$ cat src/hdl/pfr_pkg.sv
// Shared types and constants for the page frame replacement unit.
// No dependencies; used by the frame cell, the recency cell and the top level.
package pfr_pkg;

	localparam int PAGE_W = 8;
	localparam int MISS_W = 16;
	localparam int FIDX_W = 2;

	localparam logic [MISS_W-1:0] MISS_MAX = '1;

	typedef enum logic {
		KIND_REF   = 1'b0,
		KIND_CLEAR = 1'b1
	} kind_t;

	typedef enum logic {
		POLICY_FIFO = 1'b0,
		POLICY_LRU  = 1'b1
	} policy_t;

	// Control for one frame cell.
	typedef struct packed {
		logic clear;
		logic write;
	} frame_ctl_t;

	// Control for one recency list cell.
	typedef struct packed {
		logic clear;
		logic shift;
		logic load;
	} list_ctl_t;

endpackage

$ cat src/hdl/page_frame_replacement.sv
// Page frame replacement unit: top level with frame cells and recency list cells.
// Depends on pfr_pkg, pfr_frame_cell and pfr_list_cell.
//
// Each start transaction carries a page reference or a clear. The unit takes
// a new transaction only while busy is low: the edge with start high and busy
// low captures it, busy is high for the following cycle while the frame cells
// compare tags and the recency cells shift, and done is high for exactly one
// cycle after that with the result on hit, frame_index, evicted_valid,
// evicted_page and miss_total. The result ports hold until the next done.
// The receiver cannot stall done; sample the result while done is high.
// The policy register (cfg_we/cfg_wdata, 0 = FIFO, 1 = LRU) may be written
// only while the unit is idle; it applies to the next reference. A clear
// empties all frames, returns the FIFO pointer to the top frame, zeroes the
// miss count and reports an all-zero result.
module page_frame_replacement #(
	parameter int FRAMES = 4
) (
	input  logic                          clk,
	input  logic                          arst_n,
	input  logic                          start,
	output logic                          busy,
	input  logic                          kind,
	input  logic [pfr_pkg::PAGE_W-1:0]    page_number,
	output logic                          done,
	output logic                          hit,
	output logic [pfr_pkg::FIDX_W-1:0]    frame_index,
	output logic                          evicted_valid,
	output logic [pfr_pkg::PAGE_W-1:0]    evicted_page,
	output logic [pfr_pkg::MISS_W-1:0]    miss_total,
	input  logic                          cfg_we,
	input  logic                          cfg_wdata
);

	localparam int IW = $clog2(FRAMES);
	localparam int CW = $clog2(FRAMES + 1);

	// Captured transaction
	logic                       valid_s1;
	logic                       kind_s1;
	logic [pfr_pkg::PAGE_W-1:0] page_s1;

	// Block state outside the cells
	logic                       policy_q;
	logic [IW-1:0]              ptr_q;
	logic [CW-1:0]              fill_q;
	logic [pfr_pkg::MISS_W-1:0] miss_q;

	// Result registers
	logic                       done_q;
	logic                       hit_q;
	logic [pfr_pkg::FIDX_W-1:0] fidx_q;
	logic                       evv_q;
	logic [pfr_pkg::PAGE_W-1:0] evp_q;
	logic [pfr_pkg::MISS_W-1:0] miss_out_q;

	// Cell taps
	logic [FRAMES-1:0]          fvalid;
	logic [pfr_pkg::PAGE_W-1:0] ftag [FRAMES];
	logic [FRAMES-1:0]          fmatch;
	logic [FRAMES-1:0]          omatch;
	logic [pfr_pkg::PAGE_W-1:0] lentry [FRAMES];
	logic [FRAMES-1:0]          lraw;
	pfr_pkg::frame_ctl_t        fctl [FRAMES];
	pfr_pkg::list_ctl_t         lctl [FRAMES];

	// Step decode
	logic                       step_ref;
	logic                       step_clear;
	logic                       found;
	logic [IW-1:0]              hit_idx;
	logic                       have_empty;
	logic [IW-1:0]              empty_idx;
	logic [IW-1:0]              lru_idx;
	logic [IW-1:0]              victim;
	logic [IW-1:0]              frame_sel;
	logic                       evict;
	logic [pfr_pkg::PAGE_W-1:0] ev_page;
	logic [pfr_pkg::PAGE_W-1:0] list_key;
	logic                       lfound;
	logic [IW-1:0]              lpos;
	logic                       move;
	logic                       fill_load;
	logic                       miss_inc;
	logic [pfr_pkg::MISS_W-1:0] miss_next;
	logic [IW+1:0]              frame_ext;

	assign busy       = valid_s1;
	assign step_ref   = valid_s1 && (kind_s1 == pfr_pkg::KIND_REF);
	assign step_clear = valid_s1 && (kind_s1 == pfr_pkg::KIND_CLEAR);

	// Capture the transaction
	always_ff @(posedge clk or negedge arst_n) begin
		if (!arst_n) begin
			valid_s1 <= 1'b0;
		end else begin
			valid_s1 <= start && !busy;
		end
	end

	always_ff @(posedge clk) begin
		if (start && !busy) begin
			kind_s1 <= kind;
			page_s1 <= page_number;
		end
	end

	// Policy register
	always_ff @(posedge clk or negedge arst_n) begin
		if (!arst_n) begin
			policy_q <= pfr_pkg::POLICY_FIFO;
		end else if (cfg_we) begin
			policy_q <= cfg_wdata;
		end
	end

	// Frame cells
	for (genvar g = 0; g < FRAMES; g++) begin : g_frame
		pfr_frame_cell u_frame (
			.clk          (clk),
			.arst_n       (arst_n),
			.ctl          (fctl[g]),
			.wr_tag       (page_s1),
			.key_page     (page_s1),
			.key_oldest   (lentry[0]),
			.valid        (fvalid[g]),
			.tag          (ftag[g]),
			.page_match   (fmatch[g]),
			.oldest_match (omatch[g])
		);
	end

	// Recency list cells; the last one has no right-hand neighbor
	for (genvar g = 0; g < FRAMES; g++) begin : g_list
		logic [pfr_pkg::PAGE_W-1:0] right;
		if (g == FRAMES - 1) begin : g_end
			assign right = '0;
		end else begin : g_mid
			assign right = lentry[g+1];
		end
		pfr_list_cell u_list (
			.clk       (clk),
			.ctl       (lctl[g]),
			.load_page (page_s1),
			.right_in  (right),
			.key       (list_key),
			.entry     (lentry[g]),
			.key_match (lraw[g])
		);
	end

	// Frame selection: lowest hit, highest empty, lowest LRU match
	always_comb begin
		found      = |fmatch;
		have_empty = ~&fvalid;
		hit_idx    = '0;
		empty_idx  = '0;
		lru_idx    = '0;
		for (int i = FRAMES - 1; i >= 0; i--) begin
			if (fmatch[i]) begin
				hit_idx = IW'(i);
			end
			if (omatch[i]) begin
				lru_idx = IW'(i);
			end
		end
		for (int i = 0; i < FRAMES; i++) begin
			if (!fvalid[i]) begin
				empty_idx = IW'(i);
			end
		end
		victim    = (policy_q == pfr_pkg::POLICY_LRU) ? lru_idx : ptr_q;
		evict     = !found && !have_empty;
		ev_page   = ftag[victim];
		if (found) begin
			frame_sel = hit_idx;
		end else if (have_empty) begin
			frame_sel = empty_idx;
		end else begin
			frame_sel = victim;
		end
		list_key  = found ? page_s1 : ev_page;
	end

	// Recency list position of the key, first match within the filled part
	always_comb begin
		lfound = 1'b0;
		lpos   = '0;
		for (int i = FRAMES - 1; i >= 0; i--) begin
			if (lraw[i] && (CW'(i) < fill_q)) begin
				lfound = 1'b1;
				lpos   = IW'(i);
			end
		end
		move      = step_ref && lfound && (found || evict);
		fill_load = step_ref && !found && have_empty && (fill_q < CW'(FRAMES));
	end

	// Cell control: hit or eviction moves the key to the back, a fill appends
	always_comb begin
		for (int i = 0; i < FRAMES; i++) begin
			fctl[i].clear = step_clear;
			fctl[i].write = step_ref && !found && (frame_sel == IW'(i));
			lctl[i].clear = step_clear;
			lctl[i].shift = move && (IW'(i) >= lpos) && (CW'(i + 1) < fill_q);
			lctl[i].load  = (move && (CW'(i + 1) == fill_q))
				|| (fill_load && (CW'(i) == fill_q));
		end
	end

	assign miss_inc  = step_ref && !found && (miss_q != pfr_pkg::MISS_MAX);
	assign miss_next = miss_inc ? miss_q + 1'b1 : miss_q;

	// FIFO pointer, fill count and miss counter
	always_ff @(posedge clk or negedge arst_n) begin
		if (!arst_n) begin
			ptr_q  <= IW'(FRAMES - 1);
			fill_q <= '0;
			miss_q <= '0;
		end else if (step_clear) begin
			ptr_q  <= IW'(FRAMES - 1);
			fill_q <= '0;
			miss_q <= '0;
		end else begin
			if (step_ref && evict && (policy_q == pfr_pkg::POLICY_FIFO)) begin
				ptr_q <= (ptr_q == '0) ? IW'(FRAMES - 1) : ptr_q - 1'b1;
			end
			if (fill_load) begin
				fill_q <= fill_q + 1'b1;
			end
			miss_q <= miss_next;
		end
	end

	// Result registers; hold between transactions
	assign frame_ext = {2'b00, frame_sel};

	always_ff @(posedge clk or negedge arst_n) begin
		if (!arst_n) begin
			done_q <= 1'b0;
		end else begin
			done_q <= valid_s1;
		end
	end

	always_ff @(posedge clk) begin
		if (step_clear) begin
			hit_q      <= 1'b0;
			fidx_q     <= '0;
			evv_q      <= 1'b0;
			evp_q      <= '0;
			miss_out_q <= '0;
		end else if (step_ref) begin
			hit_q      <= found;
			fidx_q     <= frame_ext[pfr_pkg::FIDX_W-1:0];
			evv_q      <= evict;
			evp_q      <= evict ? ev_page : '0;
			miss_out_q <= miss_next;
		end
	end

	assign done          = done_q;
	assign hit           = hit_q;
	assign frame_index   = fidx_q;
	assign evicted_valid = evv_q;
	assign evicted_page  = evp_q;
	assign miss_total    = miss_out_q;

`ifndef ASSERT_OFF
	a_done_follows: assert property (@(posedge clk) disable iff (!arst_n)
		valid_s1 |=> done)
		else $error("captured transaction did not complete");

	a_fill_matches_valid: assert property (@(posedge clk) disable iff (!arst_n)
		$countones(fvalid) == int'(fill_q))
		else $error("fill count disagrees with resident frames");

	a_evict_not_hit: assert property (@(posedge clk) disable iff (!arst_n)
		done && evicted_valid |-> !hit)
		else $error("eviction reported on a hit");

	a_miss_out: assert property (@(posedge clk) disable iff (!arst_n)
		done |-> miss_total == miss_q)
		else $error("reported miss count differs from counter");

	a_evict_full: assert property (@(posedge clk) disable iff (!arst_n)
		step_ref && evict |-> fill_q == CW'(FRAMES))
		else $error("eviction with frames not full");
`endif

endmodule

$ cat src/hdl/pfr_frame_cell.sv
// One page frame: tag and valid bit with two tag comparators.
// Depends on pfr_pkg.
module pfr_frame_cell (
	input  logic                          clk,
	input  logic                          arst_n,
	input  pfr_pkg::frame_ctl_t           ctl,
	input  logic [pfr_pkg::PAGE_W-1:0]    wr_tag,
	input  logic [pfr_pkg::PAGE_W-1:0]    key_page,
	input  logic [pfr_pkg::PAGE_W-1:0]    key_oldest,
	output logic                          valid,
	output logic [pfr_pkg::PAGE_W-1:0]    tag,
	output logic                          page_match,
	output logic                          oldest_match
);

	logic                       valid_q;
	logic [pfr_pkg::PAGE_W-1:0] tag_q;

	always_ff @(posedge clk or negedge arst_n) begin
		if (!arst_n) begin
			valid_q <= 1'b0;
			tag_q   <= '0;
		end else if (ctl.clear) begin
			valid_q <= 1'b0;
			tag_q   <= '0;
		end else if (ctl.write) begin
			valid_q <= 1'b1;
			tag_q   <= wr_tag;
		end
	end

	assign valid        = valid_q;
	assign tag          = tag_q;
	assign page_match   = valid_q && (tag_q == key_page);
	assign oldest_match = valid_q && (tag_q == key_oldest);

endmodule

$ cat src/hdl/pfr_list_cell.sv
// One entry of the recency list; shifts in from its right-hand neighbor.
// Depends on pfr_pkg.
module pfr_list_cell (
	input  logic                          clk,
	input  pfr_pkg::list_ctl_t            ctl,
	input  logic [pfr_pkg::PAGE_W-1:0]    load_page,
	input  logic [pfr_pkg::PAGE_W-1:0]    right_in,
	input  logic [pfr_pkg::PAGE_W-1:0]    key,
	output logic [pfr_pkg::PAGE_W-1:0]    entry,
	output logic                          key_match
);

	logic [pfr_pkg::PAGE_W-1:0] entry_q;

	always_ff @(posedge clk) begin
		if (ctl.clear) begin
			entry_q <= '0;
		end else if (ctl.load) begin
			entry_q <= load_page;
		end else if (ctl.shift) begin
			entry_q <= right_in;
		end
	end

	assign entry     = entry_q;
	assign key_match = (entry_q == key);

endmodule

$ cat config.mk
export PLATFORM = sky130hd
export DESIGN_NAME = page_frame_replacement
export DESIGN_NICKNAME = d
export VERILOG_FILES = /design/src/hdl/pfr_pkg.sv /design/src/hdl/page_frame_replacement.sv /design/src/hdl/pfr_frame_cell.sv /design/src/hdl/pfr_list_cell.sv
export SDC_FILE = /design/constraint.sdc
export NUM_CORES = 1
export LEC_CHECK = 0
export BUFFER_PORTS_ARGS = -buffer_cell sky130_fd_sc_hd__buf_2
export CORE_ASPECT_RATIO = 1.1
export CORE_MARGIN = 5
export CORE_UTILIZATION = 45
export DETAILED_ROUTE_END_ITERATION = 10
export GPL_ROUTABILITY_DRIVEN = 0
export REMOVE_ABC_BUFFERS = 1
export SYNTH_ARGS = -nofsm -noshare
export SYNTH_HDL_FRONTEND = slang
export SYNTH_SLANG_ARGS = --single-unit
$ cat constraint.sdc
create_clock -name clk -period 5.8 [get_ports clk]
set_input_delay 0.87 -clock clk [delete_from_list [all_inputs] [get_ports clk]]
set_output_delay 0.87 -clock clk [all_outputs]
set_load 0.02 [all_outputs]
# Word-level counts from Yosys, hierarchy flattened
# Cells that the tools add are included.
[word_totals]
regBits = 129
output_inout_bits = 30
[classes]
reduce_logical = 67
bitwise_logic = 3
eq_ne = 20
n_addsub = 3
n_lt_le_gt_ge = 11
n_mux = 58
[ops]
columns = ["operator", "n"]
rows = [
  ["$mux 8", 20],
  ["$eq 8x8->1", 12],
  ["$logic_and 1x1->1", 44],
  ["$mux 2", 20],
  ["$mux 16", 2],
  ["$reduce_bool 2->1", 10],
  ["$add 16x1->16 const B", 1],
  ["$bmux 8 s2", 1],
  ["$ne 16x16->1 const B", 1],
  ["$mux 1", 13],
  ["$eq 2x3->1 const A", 2],
  ["$lt 1x3->1 const A", 2],
  ["$lt 2x3->1 const A", 2],
  ["$mux 3", 2],
  ["$logic_or 1x1->1", 5],
  ["$eq 2x2->1 const B", 2],
  ["$ge 1x2->1 const A", 2],
  ["$ge 2x2->1 const A", 2],
  ["$logic_not 2->1", 2],
  ["$reduce_and 4->1", 1],
  ["$reduce_or 4->1", 1],
  ["$add 3x1->3 const B", 1],
  ["$eq 1x3->1 const A", 1],
  ["$eq 3x3->1 const A", 1],
  ["other kinds (9)", 12],
]

# Longest topological paths before layout
# Gate-level depths: netlist (run 1).
[depth]
word_depth = 24
depth_mapped = 17
ltp_nobuf = 13

# Cells and area by module
# A second synthesis (run 1) with hierarchy kept.
[hier_totals]
cells_unflattened = 717
hier_area_um2 = 7285.7
[by_module_without_submodules]
columns = ["mod", "seq_area_each_um2", "cells_per_inst", "area_each_um2", "instances"]
rows = [
  ["page_frame_replacement", 1433.9, 321, 3111.7, 1],
  ["pfr_frame_cell", 225.2, 53, 544.3, 4],
  ["pfr_list_cell", 160.2, 46, 499.2, 4],
]

# Worst setup path after synthesis (run 1)
# No wires, ideal clock.
[synth_timing]
path_type = "flip-flop to flip-flop"
startpoint = "register g_frame[0].u_frame.tag_q (netlist bit g_frame[0].u_frame.tag[7])"
endpoint = "register g_list[2].u_list.entry_q (netlist bit g_list[2].u_list.entry[0])"
path_stages_with_launch = 14
n_path_buf = 1
synth_period_minus_slack_ps = 4045
required_ps = 5661
arrival_time_ps = 3906
slack_ps = 1755
path_cell_list = "dfrtp_1 -> clkbuf_1 -> xor2_1 -> nor4_2 -> a31o_2 -> nand2_1 -> nand2_4 -> mux4_2 -> a221o_1 -> o41a_1 -> or3_4 -> a21oi_4 -> mux2i_1 -> a211oi_2"
[synth_via]
elab_chain_cells = 20
[synth_rtl]
columns = ["item", "line", "text"]
rows = [
  ["from (decl)", "pfr_frame_cell.sv:17", "logic [pfr_pkg::PAGE_W-1:0] tag_q;"],
  ["from (signal assigned)", "pfr_frame_cell.sv:28", "tag_q <= wr_tag;"],
  ["parallel branches: the longest is 20 deep, another holds $eq 8x8->1", "--", ""],
  ["to (signal assigned)", "pfr_list_cell.sv:19", "entry_q <= load_page;"],
  ["to (signal assigned)", "pfr_list_cell.sv:21", "entry_q <= right_in;"],
  ["to (decl)", "pfr_list_cell.sv:13", "logic [pfr_pkg::PAGE_W-1:0] entry_q;"],
]
# Several ways; the timed one is not identified. The select of a mux whose other input is x is not followed.
# A chain may end at the register's enable or synchronous reset.

# Worst setup path after layout (run 1)
[layout_timing]
startpoint = "register g_list[0].u_list.entry_q (netlist bit g_list[0].u_list.entry[1])"
endpoint = "register g_list[3].u_list.entry_q (netlist bit g_list[3].u_list.entry[3])"
[layout_via]
elab_chain_cells = 23
[layout_rtl]
columns = ["item", "line"]
rows = [
  ["from (decl)", "pfr_list_cell.sv:13"],
  ["from (signal assigned)", "pfr_list_cell.sv:19"],
  ["from (signal assigned)", "pfr_list_cell.sv:21"],
  ["parallel branches: the longest is 23 deep, another holds $eq 8x8->1", "--"],
  ["to (signal assigned)", "pfr_list_cell.sv:19"],
  ["to (signal assigned)", "pfr_list_cell.sv:21"],
  ["to (decl)", "pfr_list_cell.sv:13"],
]
# Several ways; the timed one is not identified. The select of a mux whose other input is x is not followed.

==> results of run 1 <==
==> logic make-up after synthesis <==
group                      share of synthesized area
and+or+nand+nor                               0.1350
AOI/OAI and AO/OA                             0.1753
xor gates and xnor gates                      0.1564
buffers and inverters                        0.06763
DFF                                           0.3664
muxes                                        0.09166
adders and majority gates                   0.007703
==> path summary, 6_finish.rpt <==
path | from | to | slack, ns
worst max-delay path | g_list[0].u_list.entry[1] | g_list[3].u_list.entry[3] | 0.84
worst min-delay path | miss_total[14] | miss_total[14] | 0.47
worst max register to register | g_list[0].u_list.entry[1] | g_list[3].u_list.entry[3] | 0.84
worst min register to register | miss_total[14] | miss_total[14] | 0.47
max in group asynchronous | arst_n | g_frame[2].u_frame.tag[2] | 4.68
min in group asynchronous | arst_n | done | 0.60
==> state kept, by name, summed over array words and instances (netlist names) <==
signal,cells
page_s1,8
hit,1
miss_total,16
kind_s1,1
fill_q,3
miss_q,16
busy,1
done,1
g_list.u_list.entry,32
policy_q,1
g_frame.u_frame.tag,32
evicted_valid,1
evicted_page,8
g_frame.u_frame.valid,4
frame_index,2
ptr_q,2
==> routing by layer <==
layer	wire length, um	share of wire	up-vias	GRT usage
met5	0	0	-	0
met4	856	0.034	0	0.1082
met3	1753	0.070	48	0.05147
met2	11790	0.47	277	0.4001
met1	10510	0.42	3248	0.3119
li1	-	-	3138	-
==> synthesized netlist by cell type, types with 6 or more instances <==
master	number
a211oi_1	12
a211oi_2	8
a21oi_1	45
a22o_1	8
a311oi_1	9
buf_1	7
buf_2	13
clkbuf_1	59
dfrtp_1	58
dfxtp_1	60
edfxtp_1	9
inv_1	43
mux2i_1	64
nand2_1	50
nand2b_1	7
nand3_1	14
nand4_1	15
nor2_1	78
nor3_1	13
nor4_1	8
o2111ai_1	6
o211ai_1	9
o21ai_0	24
o22ai_1	21
xnor2_1	63
xor2_1	82
==> tightest hold or removal path: stages, from the launching register on <==
cell and delay (ns):
dfxtp_1 0.31, inv_1 0.04, o22ai_1 0.07
==> power groups by stage <==
stage,registers (mW),logic [mW],clock network (mW)
2_1_floorplan,1.32,0.937,0
5_1_grt,1.45,1.35,1.16
3_3_place_gp,1.43,1.20,0
4_1_cts,1.42,1.22,1.12
3_5_place_dp,1.44,1.21,0
6_report,1.43,1.22,1.11
==> cell type report <==
class / count / share of cell area
repair buffers: 64 / 0.04138
well taps: 238 / 0.03305
inverters: 43 / 0.01791
multi-input cells: 635 / 0.5108
clock buffers: 17 / 0.04721
clock inverters: 15 / 0.01944
flip-flops and latches: 129 / 0.3302
==> out/metrics.cfg, run 1 <==
[timing]
period_share=0.8551
rsz0062_at_grt=false
worst-slew-pin-transition_ns=1.235
fmaxAchievable_mhz=201.6
relSlewSlack=0.1751
hold_viol=0
setup_viol_count_final=0
drv_slew=0
min_period_ns=4.960
final.setup.worst_slack_ns=0.8403
tns_ns=0
fin_skew_ns=0.006987
whs_ns=0.4679

[floorplan]
initial_core_util=0.4578
io_pins=44
fp-row-count=51
core_sq_mm=0.01774
dieArea_sq_mm=0.02084
die_h_um=150.9
die-width_um=138.1

[grt]
grt_pass1_vias=6660
grt_use_total=0.2436
grt_antenna_before_repair=0
grt_pass1_wl_mm=39.36
grt_overflow=0
grt_max_degree=75

[synth]
yosys.area.top_type_share=0.1787
synthTopCellsByArea=dfrtp_1 (18%), dfxtp_1 (15%), xor2_1 (8.8%)
synth.avg_cell_area_sq_um=9.074
synth_area_leader_cell=dfrtp_1
ys_warn_count=0
synth_edf_count=9
synthFlopType=dfxtp_1
synth_cell_types=84
ys_seq_area_frac=0.3664
syn_area_sq_mm=0.008122
async_flop_share=0.4651
syn_inst=895
synth_seq_cells=129

[pwr]
powerDensity_mw_per_mm2=417.3
p_sw_frac=0.3927
switchingPower_mw=1.477
ir_drop_v=0.0002294
p_int_mw=2.284
p_total_mw=3.760
pwr-share-clk=0.294
p_leak_nw=3.811
pwr-share-seq=0.380
combPwrFrac=0.325

[setup_path]
cp_top_family=compound AO/OA/AOI/OAI gates
cp.arrival_ns=5.33
path_cells=xnor2_1 > nand2_1 > nor3_2 > nand2b_1 > a41o_1 > a211oi_1 > nor3_1 > mux2i_1 > o32ai_4 > o21a_1 > a221oi_1 > a22o_1
r2r.worst_path.cells=12
cp_num_cells=12
required_ns=6.17
crit_type=register to register
worst_path_largest_cell_delay_ns=0.86
cp-end-kind=register
crit_fanout=14
path_buf_inv=0
crit_slowest_cell=a221oi_1
cp-start-kind=register

[flow_run]
cap_violations=0

[clocking]
clkSinkCount=129
cts_made_buffers=17
cts_tree=done
cts_htree_levels=4
cts_setup_buffers=0
post_cts_resized=0
ctsHoldBuffers=0
clock_latency_ns=0.43
cts-root-buf=clkbuf_16
cts_buffer_depth=2
clkTransAtPathRegs_ns=0.06

[routing]
num_vias=6711
firstDrtPassIters=5
routedWlPerCell_um=21.83
drt_iter0_drc=747
routed_wl_mm=24.91
drtAntennaViolNets=0
avgViaCountPerCell=5.882
route.detailed.drc=0

[placement]
place_inst=1109
dp_slack_ns=0.9631
dpl_cell_area_sq_mm=0.008411
hpwl_mm=17.81
numPortBuffers=43

[finish]
drive_gt1_frac=0.1484
final_common_cell=xor2_1
syn2layout_area_growth_pct=10.95
fin_cells=1141
multiInputGateArea_sq_mm=0.004603
regArea_sq_mm=0.002975
design_area_sq_mm=0.009011
antenna_cells=0
final_cell_mix=xor2_1 (82), nor2_1 (78), mux2i_1 (64)
post-route-util=0.5080
fillers=1693
nNetsFinal=909

[status]
status=completed

[min_path]
holdPathStages=2
min_path_type=register to register

Power figures use the tool's default switching activity.
==> run 2, diff against run 1 <==
--- a/config.mk
+++ b/config.mk
@@ -8,7 +8,7 @@
 export BUFFER_PORTS_ARGS = -buffer_cell sky130_fd_sc_hd__buf_2
 export CORE_ASPECT_RATIO = 1.1
 export CORE_MARGIN = 5
-export CORE_UTILIZATION = 45
+export CORE_UTILIZATION = 47
 export DETAILED_ROUTE_END_ITERATION = 10
 export GPL_ROUTABILITY_DRIVEN = 0
 export REMOVE_ABC_BUFFERS = 1
==> run 2 against run 1 <==
Routed wire length increased by 0.96%; cell area shrank 0.33%; sequential cell count stayed put; global-route usage up 0.91 points; clock skew grew 0.0015 ns; sequential power is essentially flat; sequential share of layout area grew 0.11 points; power grew 0.62%.
==> out/metrics.cfg, run 2 (synthesized netlist as in run 1, its figures left out) <==
[timing]
fin_skew_ns=0.008494
tns_ns=0
setup_viol_count_final=0
relSlewSlack=0.2008
drv_slew=0
rsz0062_at_grt=false
min_period_ns=5.087
whs_ns=0.4398
period_share=0.8770
hold_viol=0
worst-slew-pin-transition_ns=1.193
fmaxAchievable_mhz=196.6

[routing]
avgViaCountPerCell=6.028
firstDrtPassIters=6
route.detailed.drc=0
drtAntennaViolNets=0
num_vias=6830
drt_iter0_drc=544
routedWlPerCell_um=22.20
routed_wl_mm=25.15

[finish]
final_cell_mix=xor2_1 (82), nor2_1 (78), mux2i_1 (64)
nNetsFinal=905
drive_gt1_frac=0.1446
final_common_cell=xor2_1
antenna_cells=0
syn2layout_area_growth_pct=10.58

[floorplan]
core_sq_mm=0.01702
dieArea_sq_mm=0.02001
die-width_um=135.3
die_h_um=147.9
fp-row-count=50
io_pins=44
initial_core_util=0.4773

[grt]
grt_use_total=0.2527
grt_pass1_vias=6820
grt_antenna_before_repair=0
grt_overflow=0
grt_max_degree=75
grt_pass1_wl_mm=38.95

[flow_run]
cap_violations=0

[setup_path]
cp-end-kind=register
cp.arrival_ns=5.42
cp-start-kind=register
crit_fanout=16
required_ns=6.13
timing.rr.start=g_list[0].u_list.entry[0]
startpoint=g_list[0].u_list.entry[0]
crit_type=register to register

[clocking]
cts_made_buffers=17
cts_setup_buffers=0
clock_latency_ns=0.43
cts_buffer_depth=2
clkSinkCount=129
cts_htree_levels=4
cts-root-buf=clkbuf_16
clkTransAtPathRegs_ns=0.07
ctsHoldBuffers=0
post_cts_resized=0
cts_tree=done

[pwr]
p_sw_frac=0.4042
p_leak_nw=3.813
p_int_mw=2.254
ir_drop_v=0.0002134
pwr-share-clk=0.293
pwr-share-seq=0.382
switchingPower_mw=1.529
combPwrFrac=0.325
powerDensity_mw_per_mm2=421.3

[placement]
hpwl_mm=18.09
numPortBuffers=43

[status]
status=completed

[min_path]
min_path_type=input port to async pin

## run 2: changes by cell type in the layout (fill, tap and decap cells not counted)
cell / change
clkinvlp_4: -5
inv_8: +2
buf_4: -4
bufinv_16: -1
inv_6: +4
clkinv_4: -2
clkinv_8: +2
## run 2: per-stage QoR
stage / power, mW / worst slack [ns] / cells / instance area [sq um] / util
finish: 3.784 / 0.7134 / 1133 / 8981 / 0.5278
global placement: 2.623 / 0.9892 / 1101 / 8376 / 0.4922
CTS: 3.770 / 0.7849 / 1133 / 8981 / 0.5278
detailed placement: 2.652 / 0.8553 / 1101 / 8376 / 0.4922
floorplan: 2.259 / 1.229 / 807 / 7734 / -
global route: 3.958 / 0.2399 / 1133 / 8981 / 0.5278
## run 2: area by class of cell
cell class	instances	area (sq um)
Inverter	43	161.4
Fill cell	1607	8035
Sequential cell	129	2975
Clock inverter	15	180.2
Multi-Input combinational cell	635	4603
Clock buffer	17	425.4
Timing Repair Buffer	60	342.8
Tap cell	234	292.8
## run 2: per-layer routing
metal,vias up,global-route usage,part of all wire
met2,325,0.3929,0.45
met4,0,0.1537,0.062
li1,3120,-,-
met1,3298,0.3213,0.41
met5,-,0,0
met3,87,0.05310,0.074
## run 2: final timing paths
check	to	slack (ns)	cells after the start
setup / recovery	g_list[0].u_list.entry[1]	0.71	13
hold / removal	g_frame[1].u_frame.tag[3]	0.44	1
setup reg to reg	g_list[0].u_list.entry[1]	0.71	13
hold reg to reg	evicted_valid	0.47	1
max in group asynchronous	fill_q[0]	4.44	2
min in group clk	evicted_valid	0.47	1
## run 2: power by group through the flow
stage                     Combinational [mW]  Clock [mW]  Sequential (mW)
after floorplan                        0.937           0             1.32
after global placement                  1.19           0             1.43
after detailed placement                1.21           0             1.44
after CTS                               1.22        1.13             1.43
after global routing                    1.33        1.17             1.46
final                                   1.23        1.11             1.44
## run 2: worst max-delay path, stage by stage (launching register included)
cell and delay (ns):
dfxtp_1 0.60, xnor2_1 0.18, nand4_1 0.15, nor3_2 0.44
nand2b_1 0.20, a41o_1 0.63, a211oi_1 0.23, nor3_1 0.53
mux2i_1 0.25, nor2_1 0.09, o2bb2ai_1 0.21, o211ai_1 0.98
a21oi_1 0.18, a311oi_1 0.31
